--- src/rtl/usi_pkg.sv ---
`timescale 1ns / 1ps

package usi_pkg;

    // Run length limits and field widths
    localparam int MAX_POINTS  = 65536;
    localparam int SAMPLE_BITS = 32;
    localparam int COUNT_W     = 17;
    localparam int STEP_W      = 32;
    localparam int IDX_W       = $clog2(MAX_POINTS);
    localparam int ACC_W       = 56;
    localparam int OUT_W       = 48;

    // Configuration port
    localparam int CFG_IDX_W  = 1;
    localparam int CFG_DATA_W = 32;
    localparam logic [CFG_IDX_W-1:0] CFG_POINT_COUNT = 1'b0;
    localparam logic [CFG_IDX_W-1:0] CFG_STEP_SIZE   = 1'b1;

    localparam logic [COUNT_W-1:0] COUNT_MIN   = 17'd3;
    localparam logic [COUNT_W-1:0] COUNT_MAX   = COUNT_W'(MAX_POINTS);
    localparam logic [COUNT_W-1:0] COUNT_RESET = 17'd3;
    localparam logic [STEP_W-1:0]  STEP_RESET  = 32'h0100_0000;

    // Depth of the job queue between front and back end
    localparam int QUEUE_DEPTH = 2;
    localparam int QPTR_W      = $clog2(QUEUE_DEPTH);

    // One finished run handed from the front end to the back end
    typedef struct packed {
        logic signed [ACC_W-1:0] acc;
        logic                    sat;
        logic [STEP_W-1:0]       step;
    } t_job;

endpackage

--- src/rtl/usi_front.sv ---
`timescale 1ns / 1ps

module usi_front import usi_pkg::*; (
    input  logic                   i_clk,
    input  logic                   i_rst_n,
    input  logic                   i_s_axis_tvalid,
    output logic                   o_s_axis_tready,
    input  logic [SAMPLE_BITS-1:0] i_s_axis_tdata,
    input  logic                   i_cfg_we,
    input  logic [CFG_IDX_W-1:0]   i_cfg_index,
    input  logic [CFG_DATA_W-1:0]  i_cfg_data,
    input  logic                   i_queue_full,
    output logic                   o_push,
    output t_job                   o_job
);

    localparam int WEIGHT_W = 6;
    localparam int PROD_W   = SAMPLE_BITS + WEIGHT_W + 1;

    localparam logic [WEIGHT_W-1:0] W_END   = 6'd8;
    localparam logic [WEIGHT_W-1:0] W_ODD   = 6'd32;
    localparam logic [WEIGHT_W-1:0] W_EVEN  = 6'd16;
    localparam logic [WEIGHT_W-1:0] W_OUTER = 6'd9;
    localparam logic [WEIGHT_W-1:0] W_INNER = 6'd27;

    localparam logic signed [ACC_W-1:0] ACC_MAX = {1'b0, {(ACC_W-1){1'b1}}};
    localparam logic signed [ACC_W-1:0] ACC_MIN = {1'b1, {(ACC_W-1){1'b0}}};

    // Run geometry, derived once per count write
    logic [IDX_W-1:0] r_last;
    logic [IDX_W-1:0] r_m;
    logic             r_even;
    logic             r_m_ge2;
    logic [STEP_W-1:0] r_step;

    // Run state
    logic [IDX_W-1:0]        r_idx;
    logic signed [ACC_W-1:0] r_acc;
    logic                    r_sat;

    logic [COUNT_W-1:0]      cfg_count;
    logic [COUNT_W-1:0]      n_count;
    logic                    cfg_count_wr;
    logic                    is_last;
    logic                    accept;
    logic [IDX_W:0]          pos_off;
    logic                    in_simpson;
    logic [WEIGHT_W-1:0]     weight;
    logic signed [PROD_W-1:0] prod;
    logic signed [ACC_W:0]   sum;
    logic                    ovf;
    logic signed [ACC_W-1:0] n_acc;

    // Clamp the written count to the supported run length
    assign cfg_count    = i_cfg_data[COUNT_W-1:0];
    assign cfg_count_wr = i_cfg_we && (i_cfg_index == CFG_POINT_COUNT);

    always_comb begin
        if (!cfg_count_wr) begin
            n_count = COUNT_RESET;
        end else if (cfg_count < COUNT_MIN) begin
            n_count = COUNT_MIN;
        end else if (cfg_count > COUNT_MAX) begin
            n_count = COUNT_MAX;
        end else begin
            n_count = cfg_count;
        end
    end

    assign is_last = (r_idx == r_last);
    assign pos_off = {1'b0, r_idx} - {1'b0, r_m};
    assign in_simpson = r_m_ge2 && (pos_off[IDX_W] || (pos_off == '0));

    // Select the weight (24 times the rule weight) for this position
    always_comb begin
        weight = '0;
        if (!r_even) begin
            if ((r_idx == '0) || is_last) begin
                weight = W_END;
            end else if (r_idx[0]) begin
                weight = W_ODD;
            end else begin
                weight = W_EVEN;
            end
        end else begin
            if (in_simpson) begin
                if ((r_idx == '0) || (pos_off == '0)) begin
                    weight = W_END;
                end else if (r_idx[0]) begin
                    weight = W_ODD;
                end else begin
                    weight = W_EVEN;
                end
            end
            if ((pos_off == (IDX_W+1)'(0)) || (pos_off == (IDX_W+1)'(3))) begin
                weight = weight + W_OUTER;
            end else if ((pos_off == (IDX_W+1)'(1)) || (pos_off == (IDX_W+1)'(2))) begin
                weight = weight + W_INNER;
            end
        end
    end

    // Weighted accumulate with saturation
    assign prod = $signed(i_s_axis_tdata) * $signed({1'b0, weight});
    assign sum  = $signed({r_acc[ACC_W-1], r_acc}) + (ACC_W+1)'(prod);
    assign ovf  = (sum[ACC_W] != sum[ACC_W-1]);
    assign n_acc = ovf ? (sum[ACC_W] ? ACC_MIN : ACC_MAX) : sum[ACC_W-1:0];

    // Hold the last sample only while the queue has no room
    assign o_s_axis_tready = !(is_last && i_queue_full);
    assign accept          = i_s_axis_tvalid && o_s_axis_tready;
    assign o_push          = accept && is_last;
    assign o_job.acc       = n_acc;
    assign o_job.sat       = r_sat || ovf;
    assign o_job.step      = r_step;

    always_ff @(posedge i_clk) begin
        if (!i_rst_n) begin
            r_step  <= STEP_RESET;
            r_idx   <= '0;
            r_acc   <= '0;
            r_sat   <= 1'b0;
            r_last  <= IDX_W'(COUNT_RESET - 1'b1);
            r_m     <= IDX_W'(COUNT_RESET - 3'd4);
            r_even  <= !COUNT_RESET[0];
            r_m_ge2 <= (COUNT_RESET >= COUNT_W'(6));
        end else begin
            if (cfg_count_wr) begin
                // A count write drops the run in progress
                r_last  <= IDX_W'(n_count - 1'b1);
                r_m     <= IDX_W'(n_count - 3'd4);
                r_even  <= !n_count[0];
                r_m_ge2 <= (n_count >= COUNT_W'(6));
                r_idx   <= '0;
                r_acc   <= '0;
                r_sat   <= 1'b0;
            end else if (accept) begin
                if (is_last) begin
                    r_idx <= '0;
                    r_acc <= '0;
                    r_sat <= 1'b0;
                end else begin
                    r_idx <= r_idx + 1'b1;
                    r_acc <= n_acc;
                    r_sat <= r_sat || ovf;
                end
            end
            if (i_cfg_we && (i_cfg_index == CFG_STEP_SIZE)) begin
                r_step <= i_cfg_data[STEP_W-1:0];
            end
        end
    end

endmodule

--- config.mk ---
export PLATFORM = sky130hd
export DESIGN_NAME = usi_front
export DESIGN_NICKNAME = d
export VERILOG_FILES = /design/src/rtl/usi_pkg.sv /design/src/rtl/usi_front.sv
export SDC_FILE = /design/constraint.sdc
export NUM_CORES = 1
export LEC_CHECK = 0
export BUFFER_PORTS_ARGS = -buffer_cell sky130_fd_sc_hd__clkbuf_2
export CAP_MARGIN = 0
export CELL_PAD_IN_SITES_DETAIL_PLACEMENT = 0
export CELL_PAD_IN_SITES_GLOBAL_PLACEMENT = 2
export CORE_ASPECT_RATIO = 2
export CORE_MARGIN = 2
export CORE_UTILIZATION = 40
export CTS_CLUSTER_SIZE = 24
export DETAILED_ROUTE_END_ITERATION = 8
export GPL_TIMING_DRIVEN = 1
export PLACE_DENSITY = 0.95
export REMOVE_ABC_BUFFERS = 1
export SYNTH_ARGS = -nofsm -noshare
export SYNTH_HDL_FRONTEND = slang
export SYNTH_SLANG_ARGS = --single-unit
export TNS_END_PERCENT = 5
--- constraint.sdc ---
create_clock -name i_clk -period 21.1 [get_ports i_clk]
set_input_delay 0 -clock i_clk [delete_from_list [all_inputs] [get_ports i_clk]]
set_output_delay 0 -clock i_clk [all_outputs]
set_load 0.02 [all_outputs]
==> summary.md <==
| Metric | Value |
|---|---|
| Status | `complete, no violations` |
| Setup TNS | `0 ns` |
| Share of layout cells above drive strength 1 | `10.7%` |
| Setup CP Type | `flip-flop to output pin` |
| Die ar. | `46500 µm²` |
| P&R area growth vs syn | `12.7%` |
| Synth cell count leaders | `367 x inv_1, 199 x nand2_1, 190 x fa_1` |
| Setup crit end kind | `output pin` |
| Met1 GRT Util | `21.9%` |
| Ys flop type | `dfxtp_1` |
| Worst R2R End | `r_acc[52]` |
| Global-route wire length before repair | `90500 µm` |
| Seq/Total Area, Yosys | `15.5%` |
| Synth unique cells | `83` |
| Number of diodes | `0` |
| Worst Path Max Fanout | `39` |
| Leakage | `9.67 nW` |
| Vias in the first global route | `17021` |
| Starting Density | `40.4%` |
| Pin slew with the least headroom to its limit | `1.14 ns` |
| Crit-path slowest cell | `a2111oi_0` |
| I/O pins | `161` |
| Hold_sp | `i_cfg_index` |
| Post-CTS Repair Setup Buffers | `0` |
| Clk pwr share | `13.5%` |
| Fin. max-slew vios | `0` |
| Row cnt | `109` |
| Cells after Synth | `2211` |
| Power per cell area | `119 nW/µm²` |
| Internal | `1.09 mW` |
| Mapped cell area | `17900 µm²` |
| Final period util | `58.6%` |
| Max capacitance violation total | `0` |
| Fill count | `4436` |
| Sw Share | `54.8%` |
| GRT Overall Usage | `25.2%` |
| Number of synthesized flops with an enable pin | `0` |
| F_max | `80.9 MHz` |
| Final hold violations | `0` |
| Largest net degree at the start of global routing | `56` |
| Crit path arrival time | `12.35 ns` |
| Die height | `303 µm` |
| Post-route ant nets | `0` |
| Final weighted congestion in routability-driven placement | `0.940` |
| Vias | `15797` |
| Worst vdd ir | `0.0000690 V` |
| Req. time, crit path | `21.10 ns` |
| Reg2Reg Launch Point | `r_idx[0]` |
| Initial antenna violation count | `3` |
| Clk sink count | `138` |
| Path category of the worst min-delay check | `input pin to flip-flop` |
| CTS Buffer Depth | `2` |
| P_sw | `1.31 mW` |
| DRC viols | `0` |
| CTS resizes | `0` |
| R2r worst-path depth | `35` |
| Post-synthesis register bit count | `138` |
| Core ar. | `44200 µm²` |
| Clock insertion delay at the later pin of the skew report | `0.46 ns` |
| Area leader, netlist | `fa_1` |
| Count leader, synth | `inv_1` |
| Area contributors post-synth | `fa_1 21%, dfxtp_1 15%, ha_1 11%` |
| DR vias/cell | `5.42` |
| Root Driver | `clkbuf_16` |
| Routed length per placed instance | `20.0 µm` |
| DP HPWL | `47400 µm` |
| Top cell type's share of synthesized area | `21.3%` |
| Port bufs | `160` |
| Layer with the highest usage | `met2` |
| Crit-path max cell delay | `1.01 ns` |
| Final min period | `12.35 ns` |
| Async set-or-reset flop fraction in the synthesized netlist | `0%` |
| Comb power frac | `71.9%` |
| Yosys warning total | `0` |
| H-tree Lvls | `4` |
| Met3 usage | `2.34%` |
| Clock transition at path regs | `0.07 ns` |
| Worst min-delay path endpoint | `r_last[8]` |
| Final setup vio count | `0` |
| CTS Hold Bufs | `34` |
| Layout Skew | `0.0151 ns` |
| Final Net Count | `2761` |
| Seq pwr share | `14.5%` |
| Syn Area/Cell | `8.08 µm²` |
| First-pass DRT Iterations | `5` |
| Met2 global-route usage | `52.7%` |
| Total Routed Length | `58100 µm` |
| Hold path cells | `4` |
| Remaining Overflow, GRT | `0` |
| Total power | `2.40 mW` |
| Setup crit start kind | `flip-flop` |
| Die Wd | `153 µm` |
| CTS Buf Count | `17` |
| RSZ-0062 raised after global routing | `no` |
| R2r setup slk | `8.91 ns` |
| Slew headroom | `21.8%` |
| DRT iter0 DRCs | `747` |
| TritonCTS clock tree | `yes` |
## worst max-delay path by stage
| stage | endpoint | depth (start not counted) | from | slack, ns |
|---|---|---|---|---|
| floorplan | r_acc[20] | 34 | r_idx[0] | 7.94 |
| global placement | r_acc[43] | 35 | r_idx[0] | 8.91 |
| detailed placement | r_acc[52] | 37 | r_idx[0] | 9.08 |
| CTS | o_job[59] | 36 | r_idx[0] | 8.75 |
| global route | o_job[59] | 38 | r_idx[0] | 8.05 |
| finish | o_job[59] | 36 | r_idx[0] | 8.75 |
## state kept, by name, summed over array words and instances (netlist names)
register and flops:
r_sat 1, r_idx 16, r_last 16, r_m_ge2 1, r_acc 56, r_m 16
r_step 32
## per-layer routing
metal / vias up / routed length [µm] / part of all wire (%)
li1: 7552 / - / -
met1: 7683 / 18700 / 32
met2: 393 / 33700 / 58
met3: 165 / 1400 / 2.4
met4: 4 / 4320 / 7.4
met5: - / 30 / 0.052
## critical path: cells and delay by family, from the launching register on
| kind | cells | cell delay (ns) |
|---|---|---|
| simple gates | 11 | 2.12 |
| buf+inv | 7 | 1.97 |
| xor+xnor | 1 | 0.13 |
| compound gates | 10 | 4.32 |
| fa+ha+maj | 7 | 2.81 |
| flops | 1 | 0.47 |
## cell type report
cell class              count  area, µm²  share of cell area [%]
clock inverters            12        164                   0.814
well taps                 555        694                    3.45
clock buffers              20        447                    2.22
flip-flops and latches    138       2760                    13.7
inverters                 367       1380                    6.84
multi-input cells        1607      13400                    66.4
repair buffers            214       1310                    6.51
## cells in the final DEF, fill, tap and decap left out, types with 46 or more instances in the layout
cell / netlist / final
a21oi_1: 99 / 99
and2_1: 89 / 89
clkbuf_2: 0 / 160
dfxtp_1: 138 / 138
fa_1: 190 / 190
ha_1: 156 / 156
inv_1: 367 / 367
nand2_1: 199 / 199
nor2_1: 147 / 145
nor2b_1: 47 / 46
o21ai_0: 121 / 119
xor2_1: 51 / 51
## power by group through the flow
stage / clock network [mW] / logic (mW) / registers, mW
detailed placement: 0 / 1.72 / 0.355
finish: 0.325 / 1.73 / 0.349
global placement: 0 / 1.70 / 0.354
global route: 0.340 / 1.88 / 0.355
floorplan: 0 / 1.14 / 0.346
CTS: 0.332 / 1.74 / 0.349
## kinds of logic after synthesis
| family | share of synthesized area [%] |
|---|---|
| fa+ha+maj | 34.1 |
| compound gates | 16.5 |
| flops | 15.5 |
| mux | 0.231 |
| buf+inv | 10.0 |
| xor+xnor | 4.56 |
| simple gates | 19.2 |
## through the flow
stage / hold slack (ns) / instance area, µm² / utilization [%] / setup slack (ns) / std cells
2_1_floorplan: 0.0619 / 17500 / - / 7.94 / 2112
3_3_place_gp: 0.209 / 19200 / 43.4 / 8.91 / 2846
3_5_place_dp: 0.219 / 19200 / 43.4 / 9.08 / 2847
4_1_cts: 0.0689 / 20100 / 45.6 / 8.75 / 2913
5_1_grt: 0.108 / 20100 / 45.6 / 8.05 / 2913
6_report: 0.0840 / 20100 / 45.6 / 8.75 / 2913
No activity file was read; power rests on OpenSTA's default activity.
