--- src/rtl/usi_pkg.sv ---
`timescale 1ns / 1ps

package usi_pkg;

    // Run length limits and field widths
    localparam int MAX_POINTS  = 65536;
    localparam int SAMPLE_BITS = 32;
    localparam int COUNT_W     = 17;
    localparam int STEP_W      = 32;
    localparam int IDX_W       = $clog2(MAX_POINTS);
    localparam int ACC_W       = 56;
    localparam int OUT_W       = 48;

    // Configuration port
    localparam int CFG_IDX_W  = 1;
    localparam int CFG_DATA_W = 32;
    localparam logic [CFG_IDX_W-1:0] CFG_POINT_COUNT = 1'b0;
    localparam logic [CFG_IDX_W-1:0] CFG_STEP_SIZE   = 1'b1;

    localparam logic [COUNT_W-1:0] COUNT_MIN   = 17'd3;
    localparam logic [COUNT_W-1:0] COUNT_MAX   = COUNT_W'(MAX_POINTS);
    localparam logic [COUNT_W-1:0] COUNT_RESET = 17'd3;
    localparam logic [STEP_W-1:0]  STEP_RESET  = 32'h0100_0000;

    // Depth of the job queue between front and back end
    localparam int QUEUE_DEPTH = 2;
    localparam int QPTR_W      = $clog2(QUEUE_DEPTH);

    // One finished run handed from the front end to the back end
    typedef struct packed {
        logic signed [ACC_W-1:0] acc;
        logic                    sat;
        logic [STEP_W-1:0]       step;
    } t_job;

endpackage

--- src/rtl/usi_queue.sv ---
`timescale 1ns / 1ps

module usi_queue import usi_pkg::*; (
    input  logic i_clk,
    input  logic i_rst_n,
    input  logic i_push,
    input  t_job i_job,
    output logic o_full,
    input  logic i_pop,
    output logic o_valid,
    output t_job o_job
);

    t_job              r_entry [QUEUE_DEPTH];
    logic [QPTR_W-1:0] r_wr_ptr;
    logic [QPTR_W-1:0] r_rd_ptr;
    logic [QPTR_W:0]   r_count;
    logic              do_push;
    logic              do_pop;

    assign o_full  = (r_count == (QPTR_W+1)'(QUEUE_DEPTH));
    assign o_valid = (r_count != '0);
    assign o_job   = r_entry[r_rd_ptr];
    assign do_push = i_push && !o_full;
    assign do_pop  = i_pop && o_valid;

    // Store jobs
    always_ff @(posedge i_clk) begin
        if (do_push) begin
            r_entry[r_wr_ptr] <= i_job;
        end
    end

    // Advance pointers and fill count
    always_ff @(posedge i_clk) begin
        if (!i_rst_n) begin
            r_wr_ptr <= '0;
            r_rd_ptr <= '0;
            r_count  <= '0;
        end else begin
            if (do_push) begin
                r_wr_ptr <= r_wr_ptr + 1'b1;
            end
            if (do_pop) begin
                r_rd_ptr <= r_rd_ptr + 1'b1;
            end
            case ({do_push, do_pop})
                2'b10:   r_count <= r_count + 1'b1;
                2'b01:   r_count <= r_count - 1'b1;
                default: r_count <= r_count;
            endcase
        end
    end

endmodule

--- config.mk ---
export PLATFORM = sky130hd
export DESIGN_NAME = usi_queue
export DESIGN_NICKNAME = d
export VERILOG_FILES = /design/src/rtl/usi_pkg.sv /design/src/rtl/usi_queue.sv
export SDC_FILE = /design/constraint.sdc
export NUM_CORES = 1
export LEC_CHECK = 0
export ABC_CLOCK_PERIOD_IN_PS = 10100
export BUFFER_PORTS_ARGS = -buffer_cell sky130_fd_sc_hd__buf_2
export CORE_UTILIZATION = 56
export CTS_CLUSTER_DIAMETER = 120
export DETAILED_ROUTE_END_ITERATION = 6
export PLACE_DENSITY = 0.84
export SLEW_MARGIN = 5
export SYNTH_ARGS = -nofsm -noshare
export SYNTH_HDL_FRONTEND = slang
export SYNTH_SLANG_ARGS = --single-unit
--- constraint.sdc ---
create_clock -name i_clk -period 10.1 [get_ports i_clk]
set_input_delay 2.02 -clock i_clk [delete_from_list [all_inputs] [get_ports i_clk]]
set_output_delay 2.02 -clock i_clk [all_outputs]
set_load 0.03 [all_outputs]
==> results of run 1 <==
==> power breakdown <==
part           switching (mW)  internal, mW
Clock                   0.252         0.359
Combinational           0.421         0.248
Sequential             0.0791         0.961
Total                   0.753          1.57
==> area by class of cell <==
class	instances	area, sq um	area share (%)
clock buffer	20	437	5.29
clock inverter	12	110	1.33
inverter	3	12.5	0.152
multi-input combinational	107	1130	13.8
sequential	183	5450	66.0
tap	143	179	2.17
timing repair buffer	185	931	11.3
==> per-stage QoR <==
step                      hold slack, ns  power (mW)  utilization (%)  worst slack [ns]  area (sq um)
final                              0.515        2.32             72.0              5.87          8250
after global routing               0.555        2.41             72.0              5.72          8250
after CTS                          0.520        2.34             72.0              5.82          8250
after detailed placement           0.511        1.73             67.2              6.14          7710
after global placement             0.472        1.71             67.2              6.22          7710
after floorplan                    0.457        1.55                -              5.50          6650
==> state kept, by name, summed over array words and instances (netlist names), named ones only <==
register,count
r_rd_ptr,1
r_count,2
r_wr_ptr,1
r_entry,178
==> worst register-to-register path, stage by stage, from the launching register on <==
cell	delay (ns)
sky130_fd_sc_hd__dfxtp_1	0.42
sky130_fd_sc_hd__nand2b_2	0.19
sky130_fd_sc_hd__inv_2	0.05
sky130_fd_sc_hd__or3_1	0.35
sky130_fd_sc_hd__clkinv_2	0.06
sky130_fd_sc_hd__buf_4	0.86
==> cell usage after synthesis <==
master                     number  share of area, %
sky130_fd_sc_hd__nand2b_2       1              0.13
sky130_fd_sc_hd__ha_1           1              0.19
sky130_fd_sc_hd__buf_6          1              0.17
sky130_fd_sc_hd__and3_1         1             0.094
sky130_fd_sc_hd__a21boi_1       2              0.23
sky130_fd_sc_hd__o21a_1         1              0.11
sky130_fd_sc_hd__dfxtp_1        5               1.5
sky130_fd_sc_hd__xnor2_1        3              0.40
sky130_fd_sc_hd__nand2_1        1             0.056
sky130_fd_sc_hd__buf_4          1              0.11
sky130_fd_sc_hd__inv_1          2              0.11
sky130_fd_sc_hd__mux2_2        89                15
sky130_fd_sc_hd__nor2b_1        2              0.19
sky130_fd_sc_hd__or2_2          1             0.094
sky130_fd_sc_hd__inv_2          1             0.056
sky130_fd_sc_hd__and2_1         1             0.094
sky130_fd_sc_hd__or3_1          2              0.19
sky130_fd_sc_hd__buf_2          8              0.60
sky130_fd_sc_hd__o21ai_0        2              0.15
sky130_fd_sc_hd__edfxtp_1     178                80
==> routing by layer <==
layer  vias to the layer above  part of all wire (%)  GRT usage (%)
met1                      1654                    41           23.8
met3                        13                   6.7           5.90
met2                       142                    51           32.6
li1                       1583                     -              -
met4                         0                  0.96           8.27
met5                         -                     0              0
==> worst min-delay path by stage <==
stage | endpoint | depth (start not counted) | slack (ns) | from
2_1_floorplan | r_wr_ptr$_SDFFE_PN0N_ | 2 | 0.46 | r_wr_ptr$_SDFFE_PN0N_
3_3_place_gp | r_wr_ptr$_SDFFE_PN0N_ | 2 | 0.47 | r_wr_ptr$_SDFFE_PN0N_
3_5_place_dp | r_wr_ptr$_SDFFE_PN0N_ | 2 | 0.51 | r_wr_ptr$_SDFFE_PN0N_
4_1_cts | r_wr_ptr$_SDFFE_PN0N_ | 2 | 0.52 | r_wr_ptr$_SDFFE_PN0N_
5_1_grt | r_wr_ptr$_SDFFE_PN0N_ | 2 | 0.56 | r_wr_ptr$_SDFFE_PN0N_
6_report | r_wr_ptr$_SDFFE_PN0N_ | 2 | 0.51 | r_wr_ptr$_SDFFE_PN0N_
==> cells by family after synthesis <==
group	Yosys count	share of synthesized area [%]
buffers and inverters	13	1.05
multiplexers	89	15.1
AND/OR/NAND/NOR	9	0.847
adder cells (fa/ha/maj)	1	0.188
XOR/XNOR	3	0.395
AO/OA/AOI/OAI	5	0.490
flip-flops	183	81.9
==> impl_metrics.prom, run 1 <==
# TYPE chip_impl_metric gauge
chip_impl_info{name="run_status",value="completed"} 1
chip_impl_info{name="timing.rr.end",value="r_entry[0][26]$_DFFE_PP_"} 1
chip_impl_info{name="timing.critical_path.to",value="o_job[80]"} 1
chip_impl_metric{name="layout_cell_share_with_drive_strength_beyond_1",unit="%"} 59.8
chip_impl_metric{name="path_depth",unit=""} 2
chip_impl_metric{name="nNetsFinal",unit=""} 591
chip_impl_metric{name="initial_utilization",unit="%"} 57.9
chip_impl_metric{name="regToRegSetupSlack",unit="ns"} 7.71
chip_impl_metric{name="cts_num_sinks",unit=""} 183
chip_impl_metric{name="clockBufferDepth",unit=""} 2
chip_impl_metric{name="dpl.cell_count",unit=""} 621
chip_impl_metric{name="yosys_warnings",unit=""} 0
chip_impl_metric{name="post_detailed_routing_wire_length",unit="um"} 11400
chip_impl_metric{name="die_outline_area",unit="sq um"} 12300
chip_impl_info{name="worstHoldPathType",value="reg -> reg"} 1
chip_impl_metric{name="synth_seq_cells",unit=""} 183
chip_impl_info{name="critical_path.startpoint_type",value="register"} 1
chip_impl_metric{name="postCtsSetupRepairBufs",unit=""} 0
chip_impl_metric{name="drtIter0Drc",unit=""} 257
chip_impl_metric{name="post_route_setup_tns",unit="ns"} 0
chip_impl_metric{name="port_buffers",unit=""} 183
chip_impl_metric{name="synthCells",unit=""} 303
chip_impl_metric{name="hold_vio_cnt_final",unit=""} 0
chip_impl_metric{name="yosysUniqueCellTypes",unit=""} 20
chip_impl_info{name="cts_tree",value="built"} 1
chip_impl_metric{name="cap_viol_max_count",unit=""} 0
chip_impl_metric{name="fillCellCount",unit=""} 707
chip_impl_metric{name="detail_route.first_pass.iterations",unit=""} 4
chip_impl_metric{name="detail-route-antenna-nets",unit=""} 0
chip_impl_metric{name="number_of_global_route_vias_before_repair",unit=""} 3624
chip_impl_metric{name="core.rowCount",unit=""} 39
chip_impl_metric{name="fin_skew",unit="ns"} 0.00440
chip_impl_metric{name="final_max_slew_viol_count",unit=""} 0
chip_impl_info{name="cp_cell_sequence",value="mux2_2 -> buf_2"} 1
chip_impl_metric{name="syn_area_per_cell",unit="sq um"} 21.9
chip_impl_metric{name="p_leak",unit="nW"} 3.09
chip_impl_info{name="worst_path_max_delay_cell",value="sky130_fd_sc_hd__dfxtp_4"} 1
chip_impl_metric{name="syn2layout_area_growth",unit="%"} 24.2
chip_impl_metric{name="data_arrival_time_of_the_critical_path",unit="ns"} 2.21
chip_impl_metric{name="numCtsBuffers",unit=""} 17
chip_impl_metric{name="floorplan.io_pins",unit=""} 184
chip_impl_info{name="end_kind",value="output port"} 1
chip_impl_metric{name="worst_slew_pin_slew",unit="ns"} 1.18
chip_impl_metric{name="maxClockFrequency",unit="GHz"} 0.236
chip_impl_metric{name="cp_slowest_stage_delay",unit="ns"} 1.13
chip_impl_metric{name="track_usage",unit="%"} 19.6
chip_impl_metric{name="worst-endpoint-required",unit="ns"} 8.08
chip_impl_metric{name="ys_seq_area_share",unit="%"} 81.9
chip_impl_metric{name="antenna_cells_inserted",unit=""} 0
chip_impl_metric{name="die_y",unit="um"} 111
chip_impl_metric{name="cts.hold.buffers_added",unit=""} 0
chip_impl_metric{name="mappedNetlistNets",unit=""} 397
chip_impl_info{name="clock_root_buffer",value="sky130_fd_sc_hd__clkbuf_16"} 1
chip_impl_metric{name="die_w",unit="um"} 111
chip_impl_metric{name="antenna_found_initial",unit=""} 0
chip_impl_metric{name="postCtsResizedCells",unit=""} 0
chip_impl_metric{name="setup_viol",unit=""} 0
chip_impl_metric{name="syn_area",unit="sq um"} 6650
chip_impl_info{name="setup.worst_path.class",value="reg -> out"} 1
chip_impl_metric{name="clkTransAtPathRegs",unit="ns"} 0.06
chip_impl_metric{name="irDropWorstVdd",unit="mV"} 0.247
chip_impl_metric{name="worst-path-buf-inv",unit=""} 1
chip_impl_metric{name="min_period",unit="ns"} 4.23
chip_impl_metric{name="insertion_delay",unit="ns"} 0.41
chip_impl_metric{name="ctsHtreeMaxLevel",unit=""} 4
chip_impl_metric{name="power_per_cell_area",unit="nW/um^2"} 281
chip_impl_metric{name="rr_worst_depth",unit=""} 5
chip_impl_metric{name="avg_vias_per_cell",unit=""} 5.19
chip_impl_info{name="unrepaired_setup_endpoints_after_global_routing",value="no"} 1
chip_impl_info{name="layout.cells.most_common",value="sky130_fd_sc_hd__buf_2"} 1
chip_impl_metric{name="largest_net_degree_at_the_start_of_global_routing",unit=""} 90
chip_impl_metric{name="post-dp-hpwl",unit="um"} 7060
chip_impl_metric{name="slew-limit-headroom",unit="%"} 21.5
chip_impl_metric{name="routed_length_per_instance",unit="um"} 17.4
chip_impl_metric{name="route.detailed.drc",unit=""} 0
chip_impl_metric{name="global_route_wire_length_before_repair",unit="um"} 17900
chip_impl_metric{name="routabilityCongestion",unit=""} 0.685
chip_impl_info{name="mostFrequentLayoutCells",value="sky130_fd_sc_hd__buf_2, sky130_fd_sc_hd__edfxtp_1, sky130_fd_sc_hd__mux2_2, sky130_fd_sc_hd__clkbuf_16, sky130_fd_sc_hd__clkinv_2"} 1
chip_impl_metric{name="grt_overflow_total",unit=""} 0
chip_impl_metric{name="final_min_period_over_clock_period",unit="%"} 41.9
chip_impl_metric{name="instances_no_fill",unit=""} 653
chip_impl_metric{name="core_area",unit="sq um"} 11500
chip_impl_metric{name="via_count",unit=""} 3392
chip_impl_info{name="rr_startpoint",value="r_count[0]$_SDFFE_PN0P_"} 1
chip_impl_metric{name="timing.critical_path.fanout_max",unit=""} 89
chip_impl_info{name="critical-path-top-delay-family",value="flip-flops"} 1
Note: power is estimated with default switching activity, not from simulation.
==> run 2, diff against run 1 <==
- ABC_CLOCK_PERIOD_IN_PS: 10100 -> 3900
- CORE_UTILIZATION: 56 -> 52
- PLACE_DENSITY: 0.84 -> 0.78
- clock period: 10.1 -> 3.9 ns (I/O delays scaled with it)
==> impl_metrics.prom, run 2 (synthesis results as in run 1) <==
# TYPE chip_impl_metric gauge
chip_impl_info{name="run_status",value="completed"} 1
chip_impl_metric{name="hold-path-cell-count",unit=""} 2
chip_impl_metric{name="routabilityCongestion",unit=""} 0.722
chip_impl_metric{name="largest_net_degree_at_the_start_of_global_routing",unit=""} 50
chip_impl_metric{name="insertion_delay",unit="ns"} 0.43
chip_impl_metric{name="setup_viol",unit=""} 0
chip_impl_metric{name="postCtsSetupRepairBufs",unit=""} 0
chip_impl_metric{name="globalRouteMet2Util",unit="%"} 29.5
chip_impl_metric{name="layout_cell_share_with_drive_strength_beyond_1",unit="%"} 61.0
chip_impl_info{name="mostFrequentLayoutCells",value="sky130_fd_sc_hd__buf_2, sky130_fd_sc_hd__edfxtp_1, sky130_fd_sc_hd__mux2_2, sky130_fd_sc_hd__clkbuf_16, sky130_fd_sc_hd__bufinv_16"} 1
chip_impl_metric{name="core_area",unit="sq um"} 12200
chip_impl_metric{name="syn2layout_area_growth",unit="%"} 26.9
chip_impl_metric{name="post_detailed_routing_wire_length",unit="um"} 11100
chip_impl_metric{name="hold_vio_cnt_final",unit=""} 0
chip_impl_info{name="largest_registers",value="r_entry (178), r_count (2)"} 1
chip_impl_metric{name="slew-limit-headroom",unit="%"} 43.1
chip_impl_metric{name="rr_worst_depth",unit=""} 5
chip_impl_info{name="min_to",value="r_wr_ptr$_SDFFE_PN0N_"} 1
chip_impl_info{name="unrepaired_setup_endpoints_after_global_routing",value="no"} 1
chip_impl_info{name="rr_startpoint",value="r_count[0]$_SDFFE_PN0P_"} 1
chip_impl_metric{name="die_outline_area",unit="sq um"} 13200
chip_impl_metric{name="fillCellCount",unit=""} 837
chip_impl_metric{name="global_route_wire_length_before_repair",unit="um"} 16700
chip_impl_metric{name="instances_no_fill",unit=""} 681
chip_impl_metric{name="final_max_slew_viol_count",unit=""} 0
chip_impl_metric{name="gr_layer_usage_met3",unit="%"} 6.96
chip_impl_metric{name="core.rowCount",unit=""} 40
chip_impl_metric{name="power_per_cell_area",unit="nW/um^2"} 742
chip_impl_metric{name="post-dp-hpwl",unit="um"} 7360
chip_impl_metric{name="floorplan.io_pins",unit=""} 184
chip_impl_metric{name="worst_slew_pin_slew",unit="ns"} 0.853
chip_impl_info{name="grt-busiest-layer",value="met2"} 1
chip_impl_metric{name="postCtsResizedCells",unit=""} 0
chip_impl_metric{name="cts_num_sinks",unit=""} 183
chip_impl_metric{name="nNetsFinal",unit=""} 594
chip_impl_info{name="clock_root_buffer",value="sky130_fd_sc_hd__clkbuf_16"} 1
chip_impl_metric{name="multiInputGateArea",unit="sq um"} 1130
chip_impl_metric{name="die_y",unit="um"} 115
chip_impl_metric{name="drtIter0Drc",unit=""} 173
chip_impl_info{name="layout.cells.most_common",value="sky130_fd_sc_hd__buf_2"} 1
chip_impl_metric{name="largest_register_ffs",unit=""} 178
chip_impl_metric{name="worst-endpoint-required",unit="ns"} 3.12
chip_impl_metric{name="routed_length_per_instance",unit="um"} 16.3
chip_impl_metric{name="p_leak",unit="nW"} 3.15
chip_impl_metric{name="timing.critical_path.fanout_max",unit=""} 45
chip_impl_info{name="timing.rr.end",value="r_entry[0][0]$_DFFE_PP_"} 1
chip_impl_metric{name="irDropWorstVdd",unit="mV"} 0.470
chip_impl_metric{name="fin_skew",unit="ns"} 0.00427
chip_impl_metric{name="grt_overflow_total",unit=""} 0
chip_impl_metric{name="grtUsageMet1",unit="%"} 19.4
chip_impl_metric{name="cap_viol_max_count",unit=""} 0
chip_impl_metric{name="antenna_cells_inserted",unit=""} 0
chip_impl_metric{name="detail-route-antenna-nets",unit=""} 0
chip_impl_metric{name="port_buffers",unit=""} 183
chip_impl_metric{name="min_period",unit="ns"} 2.88
chip_impl_info{name="worstHoldPathType",value="reg -> reg"} 1
chip_impl_info{name="min-delay-start",value="r_wr_ptr$_SDFFE_PN0N_"} 1
chip_impl_metric{name="via_count",unit=""} 3375
chip_impl_info{name="largest_register",value="r_entry"} 1
chip_impl_info{name="end_kind",value="output port"} 1
chip_impl_info{name="setup.worst_path.class",value="reg -> out"} 1
chip_impl_metric{name="seq_area",unit="sq um"} 5450
chip_impl_metric{name="antenna_found_initial",unit=""} 0
chip_impl_metric{name="dpl.cell_count",unit=""} 649
chip_impl_metric{name="die_w",unit="um"} 115
chip_impl_metric{name="track_usage",unit="%"} 17.6
chip_impl_metric{name="worst_hold_slack",unit="ns"} 0.526
chip_impl_metric{name="route.detailed.drc",unit=""} 0
chip_impl_metric{name="maxClockFrequency",unit="GHz"} 0.347
chip_impl_info{name="cts_tree",value="built"} 1
chip_impl_metric{name="cts.hold.buffers_added",unit=""} 0
chip_impl_info{name="critical_path.startpoint_type",value="register"} 1
chip_impl_metric{name="initial_utilization",unit="%"} 54.4
chip_impl_metric{name="final_min_period_over_clock_period",unit="%"} 73.8
chip_impl_metric{name="numCtsBuffers",unit=""} 17
chip_impl_metric{name="detail_route.first_pass.iterations",unit=""} 4
chip_impl_metric{name="avg_vias_per_cell",unit=""} 4.96
chip_impl_metric{name="clkTransAtPathRegs",unit="ns"} 0.06
chip_impl_metric{name="data_arrival_time_of_the_critical_path",unit="ns"} 2.10
chip_impl_metric{name="regToRegSetupSlack",unit="ns"} 1.67
chip_impl_metric{name="ctsHtreeMaxLevel",unit=""} 4
chip_impl_metric{name="post_route_setup_tns",unit="ns"} 0
chip_impl_metric{name="clockBufferDepth",unit=""} 2
chip_impl_metric{name="number_of_global_route_vias_before_repair",unit=""} 3438
## run 2: cell types whose count changed in the layout (fill, tap and decap cells not counted), sizes merged
cell,before,now
bufinv,2,5
buf,185,188
clkinvlp,2,4
clkinv,9,5
clkbuf,20,19
## run 2: routing by layer
layer / vias up / part of all wire (%)
met3: 21 / 9.6
met2: 142 / 51
met4: 0 / 2.1
li1: 1591 / -
met5: - / 0
met1: 1621 / 38
## run 2: critical path, cell delays in order (launching register included)
cell and delay, ns:
sky130_fd_sc_hd__dfxtp_4 0.75, sky130_fd_sc_hd__buf_12 0.32, sky130_fd_sc_hd__mux2_2 0.37, sky130_fd_sc_hd__buf_2 0.18
## run 2: power breakdown
group / internal (mW) / switching [mW]
Sequential: 2.48 / 0.137
Clock: 1.13 / 0.672
Combinational: 0.669 / 1.16
## run 2: through the flow
stage	util (%)	power, mW	instance area, sq um	setup WS (ns)
2_1_floorplan	-	4.01	6650	0.544
3_3_place_gp	63.9	4.47	7800	1.35
3_5_place_dp	63.9	4.51	7800	1.31
4_1_cts	69.1	6.32	8430	0.978
5_1_grt	69.1	6.49	8430	0.904
6_report	69.1	6.26	8430	1.02
## run 2: worst max path at each step
stage,startpoint,endpoint,cells after the start
4_1_cts,register,o_job[57],3
6_report,register,o_job[70],3
3_3_place_gp,i_push,r_entry[0][19]$_DFFE_PP_,5
3_5_place_dp,i_push,r_entry[0][87]$_DFFE_PP_,5
5_1_grt,register,o_job[70],3
2_1_floorplan,i_push,r_entry[1][0]$_DFFE_PP_,1
## run 2: cell type report
| class | count | share of cell area [%] |
|---|---|---|
| Clock inverter | 13 | 2.42 |
| Timing Repair Buffer | 188 | 11.7 |
| Inverter | 3 | 0.148 |
| Clock buffer | 19 | 5.13 |
| Sequential cell | 183 | 64.6 |
| Multi-Input combinational cell | 107 | 13.5 |
| Tap cell | 168 | 2.49 |
==> run 3, diff against run 2 <==
- ABC_AREA: default -> 1
- ABC_CLOCK_PERIOD_IN_PS: 3900 -> 2920
- clock period: 3.9 -> 2.92 ns (I/O delays scaled with it)
==> impl_metrics.prom, run 3 <==
# TYPE chip_impl_metric gauge
chip_impl_info{name="run_status",value="completed"} 1
chip_impl_metric{name="number_of_global_route_vias_before_repair",unit=""} 3609
chip_impl_metric{name="die_y",unit="um"} 115
chip_impl_metric{name="largest_net_degree_at_the_start_of_global_routing",unit=""} 50
chip_impl_metric{name="worst_slew_pin_slew",unit="ns"} 0.668
chip_impl_metric{name="post_route_setup_tns",unit="ns"} 0
chip_impl_metric{name="core_area",unit="sq um"} 12600
chip_impl_metric{name="syn_area_per_cell",unit="sq um"} 21.3
chip_impl_metric{name="fillCellCount",unit=""} 851
chip_impl_metric{name="nNetsFinal",unit=""} 608
chip_impl_metric{name="final_critical_path_setup_slack",unit="ns"} 0.404
chip_impl_metric{name="track_usage",unit="%"} 17.9
chip_impl_info{name="netlist.top_cell.by_area",value="sky130_fd_sc_hd__edfxtp_1"} 1
chip_impl_metric{name="final_min_period_over_clock_period",unit="%"} 86.2
chip_impl_metric{name="synthArstFlopShare",unit="%"} 0
chip_impl_metric{name="drtIter0Drc",unit=""} 224
chip_impl_info{name="cts_tree",value="built"} 1
chip_impl_metric{name="data_arrival_time_of_the_critical_path",unit="ns"} 1.93
chip_impl_metric{name="cts.hold.buffers_added",unit=""} 0
chip_impl_metric{name="ctsHtreeMaxLevel",unit=""} 4
chip_impl_info{name="end_kind",value="output port"} 1
chip_impl_info{name="layout.cells.most_common",value="sky130_fd_sc_hd__buf_2"} 1
chip_impl_metric{name="clkTransAtPathRegs",unit="ns"} 0.06
chip_impl_metric{name="yosys_warnings",unit=""} 0
chip_impl_metric{name="postCtsSetupRepairBufs",unit=""} 0
chip_impl_metric{name="yosysUniqueCellTypes",unit=""} 15
chip_impl_metric{name="cts_num_sinks",unit=""} 183
chip_impl_info{name="clock_root_buffer",value="sky130_fd_sc_hd__clkbuf_16"} 1
chip_impl_metric{name="floorplan.io_pins",unit=""} 184
chip_impl_metric{name="routed_length_per_instance",unit="um"} 16.4
chip_impl_metric{name="mappedNetlistNets",unit=""} 409
chip_impl_info{name="worstHoldPathType",value="in -> reg"} 1
chip_impl_metric{name="postLayoutCoreUtil",unit="%"} 67.0
chip_impl_metric{name="power_per_cell_area",unit="nW/um^2"} 844
chip_impl_metric{name="dp_slack",unit="ns"} 0.809
chip_impl_metric{name="fin_skew",unit="ns"} 0.00663
chip_impl_info{name="combinational_family_with_the_most_area_after_synthesis",value="multiplexers"} 1
chip_impl_metric{name="core.rowCount",unit=""} 41
chip_impl_info{name="min-delay-start",value="i_job[43]"} 1
chip_impl_metric{name="synthSimpleGateAreaFrac",unit="%"} 1.29
chip_impl_metric{name="fraction_of_synthesized_area_in_multiplexers",unit="%"} 15.5
chip_impl_info{name="worst_path_max_delay_cell",value="sky130_fd_sc_hd__dfxtp_4"} 1
chip_impl_info{name="largest_registers",value="r_entry (178), r_count (2)"} 1
chip_impl_metric{name="postLayoutCellArea",unit="sq um"} 8430
chip_impl_metric{name="p_leak",unit="nW"} 3.19
chip_impl_metric{name="antenna_cells_inserted",unit=""} 0
chip_impl_info{name="mostFrequentLayoutCells",value="sky130_fd_sc_hd__buf_2, sky130_fd_sc_hd__edfxtp_1, sky130_fd_sc_hd__mux2_2, sky130_fd_sc_hd__clkbuf_16, sky130_fd_sc_hd__nor2_1"} 1
chip_impl_metric{name="synth-compound-area-share",unit="%"} 0.262
chip_impl_info{name="post-synth-top-count-cell",value="sky130_fd_sc_hd__edfxtp_1"} 1
chip_impl_metric{name="post_detailed_routing_wire_length",unit="um"} 11500
chip_impl_info{name="yosys-top-cells-count",value="sky130_fd_sc_hd__edfxtp_1, sky130_fd_sc_hd__mux2_2, sky130_fd_sc_hd__nor2_1"} 1
chip_impl_metric{name="layout_cell_share_with_drive_strength_beyond_1",unit="%"} 59.0
chip_impl_metric{name="placed_cell_area",unit="sq um"} 7860
chip_impl_info{name="setup.worst_path.class",value="reg -> out"} 1
chip_impl_metric{name="route.detailed.drc",unit=""} 0
chip_impl_metric{name="maxClockFrequency",unit="GHz"} 0.397
chip_impl_metric{name="worst-endpoint-required",unit="ns"} 2.34
chip_impl_metric{name="power.total",unit="mW"} 7.11
chip_impl_metric{name="numCtsBuffers",unit=""} 17
chip_impl_metric{name="setup_viol",unit=""} 0
chip_impl_info{name="synth.top_cells.by_area",value="sky130_fd_sc_hd__edfxtp_1, sky130_fd_sc_hd__mux2_2, sky130_fd_sc_hd__mux2_4"} 1
chip_impl_metric{name="syn2layout_area_growth",unit="%"} 25.8
chip_impl_metric{name="die_outline_area",unit="sq um"} 13300
chip_impl_metric{name="final_max_slew_viol_count",unit=""} 0
chip_impl_metric{name="grt_overflow_total",unit=""} 0
chip_impl_metric{name="cp_slowest_stage_delay",unit="ns"} 0.64
chip_impl_info{name="critical_path.startpoint_type",value="register"} 1
chip_impl_metric{name="via_count",unit=""} 3482
chip_impl_metric{name="detail_route.first_pass.iterations",unit=""} 4
chip_impl_metric{name="area_share_of_the_largest_cell_type_after_synthesis",unit="%"} 79.8
chip_impl_info{name="rr_startpoint",value="r_count[1]$_SDFFE_PN0P_"} 1
chip_impl_metric{name="syn_area",unit="sq um"} 6700
chip_impl_metric{name="synthCells",unit=""} 315
chip_impl_metric{name="min_period",unit="ns"} 2.52
chip_impl_metric{name="largest_register_ffs",unit=""} 178
chip_impl_info{name="unrepaired_setup_endpoints_after_global_routing",value="no"} 1
chip_impl_metric{name="clockBufferDepth",unit=""} 2
chip_impl_metric{name="post_synth_adder_cell_area",unit="%"} 0.187
chip_impl_info{name="ys_dominant_reg_cell",value="sky130_fd_sc_hd__edfxtp_1"} 1
chip_impl_metric{name="detail-route-antenna-nets",unit=""} 0
chip_impl_metric{name="ys_seq_area_share",unit="%"} 81.3
chip_impl_metric{name="synth_xor_area_share",unit="%"} 0
chip_impl_metric{name="synth_seq_cells",unit=""} 183
chip_impl_metric{name="irDropWorstVdd",unit="mV"} 0.555
chip_impl_metric{name="insertion_delay",unit="ns"} 0.42
chip_impl_metric{name="postCtsResizedCells",unit=""} 0
chip_impl_metric{name="global_route_wire_length_before_repair",unit="um"} 17300
chip_impl_metric{name="timing.critical_path.fanout_max",unit=""} 39
chip_impl_info{name="largest_register",value="r_entry"} 1
chip_impl_metric{name="antenna_found_initial",unit=""} 0
chip_impl_metric{name="routabilityCongestion",unit=""} 0.724
chip_impl_info{name="cp_cell_sequence",value="buf_12 -> mux2_2 -> buf_2"} 1
chip_impl_metric{name="die_w",unit="um"} 115
chip_impl_metric{name="initial_utilization",unit="%"} 53.3
chip_impl_metric{name="avg_vias_per_cell",unit=""} 4.98
chip_impl_metric{name="post-dp-hpwl",unit="um"} 7630
chip_impl_metric{name="hold_vio_cnt_final",unit=""} 0
chip_impl_metric{name="port_buffers",unit=""} 183
chip_impl_metric{name="cap_viol_max_count",unit=""} 0
chip_impl_metric{name="number_of_flops_mapped_to_enable_cells_by_yosys",unit=""} 178
chip_impl_metric{name="slew-limit-headroom",unit="%"} 55.5
run 3: cell types whose count changed after synthesis, moves of 3 or more:
cell | before | now
sky130_fd_sc_hd__mux2_2 | 89 | 79
sky130_fd_sc_hd__inv_1 | 2 | 7
sky130_fd_sc_hd__mux2_4 | 0 | 10
sky130_fd_sc_hd__nor2_1 | 0 | 12
sky130_fd_sc_hd__nand2_1 | 1 | 8
sky130_fd_sc_hd__xnor2_1 | 3 | 0
run 3: power breakdown:
part	switching [mW]	leakage, nW	internal, mW
sequential	0.106	1.71	3.21
combinational	1.04	1.21	0.583
clock	0.917	0.271	1.25
run 3: path summary, 6_finish.rpt:
| check | to | slack (ns) | cells after the start |
|---|---|---|---|
| worst min register to register | r_rd_ptr$_SDFFE_PN0P_ | 0.49 | 2 |
| worst max register to register | r_entry[1][84]$_DFFE_PP_ | 1.01 | 6 |
| worst min-delay path | r_entry[1][43]$_DFFE_PP_ | 0.35 | 1 |
| worst max-delay path | o_job[58] | 0.40 | 3 |
run 3: cell type report:
class                   count  area, sq um  area share, %
flip-flops and latches    183         5450           64.7
multi-input cells         115         1160           13.8
repair buffers            190         1010           11.9
clock buffers              18          429           5.09
well taps                 172          215           2.55
clock inverters            14          133           1.57
inverters                   7         30.0          0.356
run 3: per-layer routing:
| metal | wire, um | share of wire (%) | track usage, % |
|---|---|---|---|
| met4 | 231 | 2.0 | 8.92 |
| met5 | 0 | 0 | 0 |
| met2 | 5670 | 49 | 30.0 |
| met3 | 863 | 7.5 | 5.81 |
| met1 | 4690 | 41 | 20.9 |
run 3: per-stage QoR:
step,hold WS (ns),instances
CTS,0.332,699
detailed placement,0.482,667
floorplan,0.451,315
global route,0.338,699
global placement,0.466,667
finish,0.352,699
run 3: logic make-up after synthesis:
family	count (synthesis)
DFF	183
buffers and inverters	17
AOI/OAI and AO/OA	3
and+or+nand+nor	22
muxes	89
adders and majority gates	1
run 3: critical path: cells and delay by family (launching register included):
kind,cells,cell delay [ns]
flip-flops,1,0.64
buffers and inverters,2,0.46
multiplexers,1,0.38
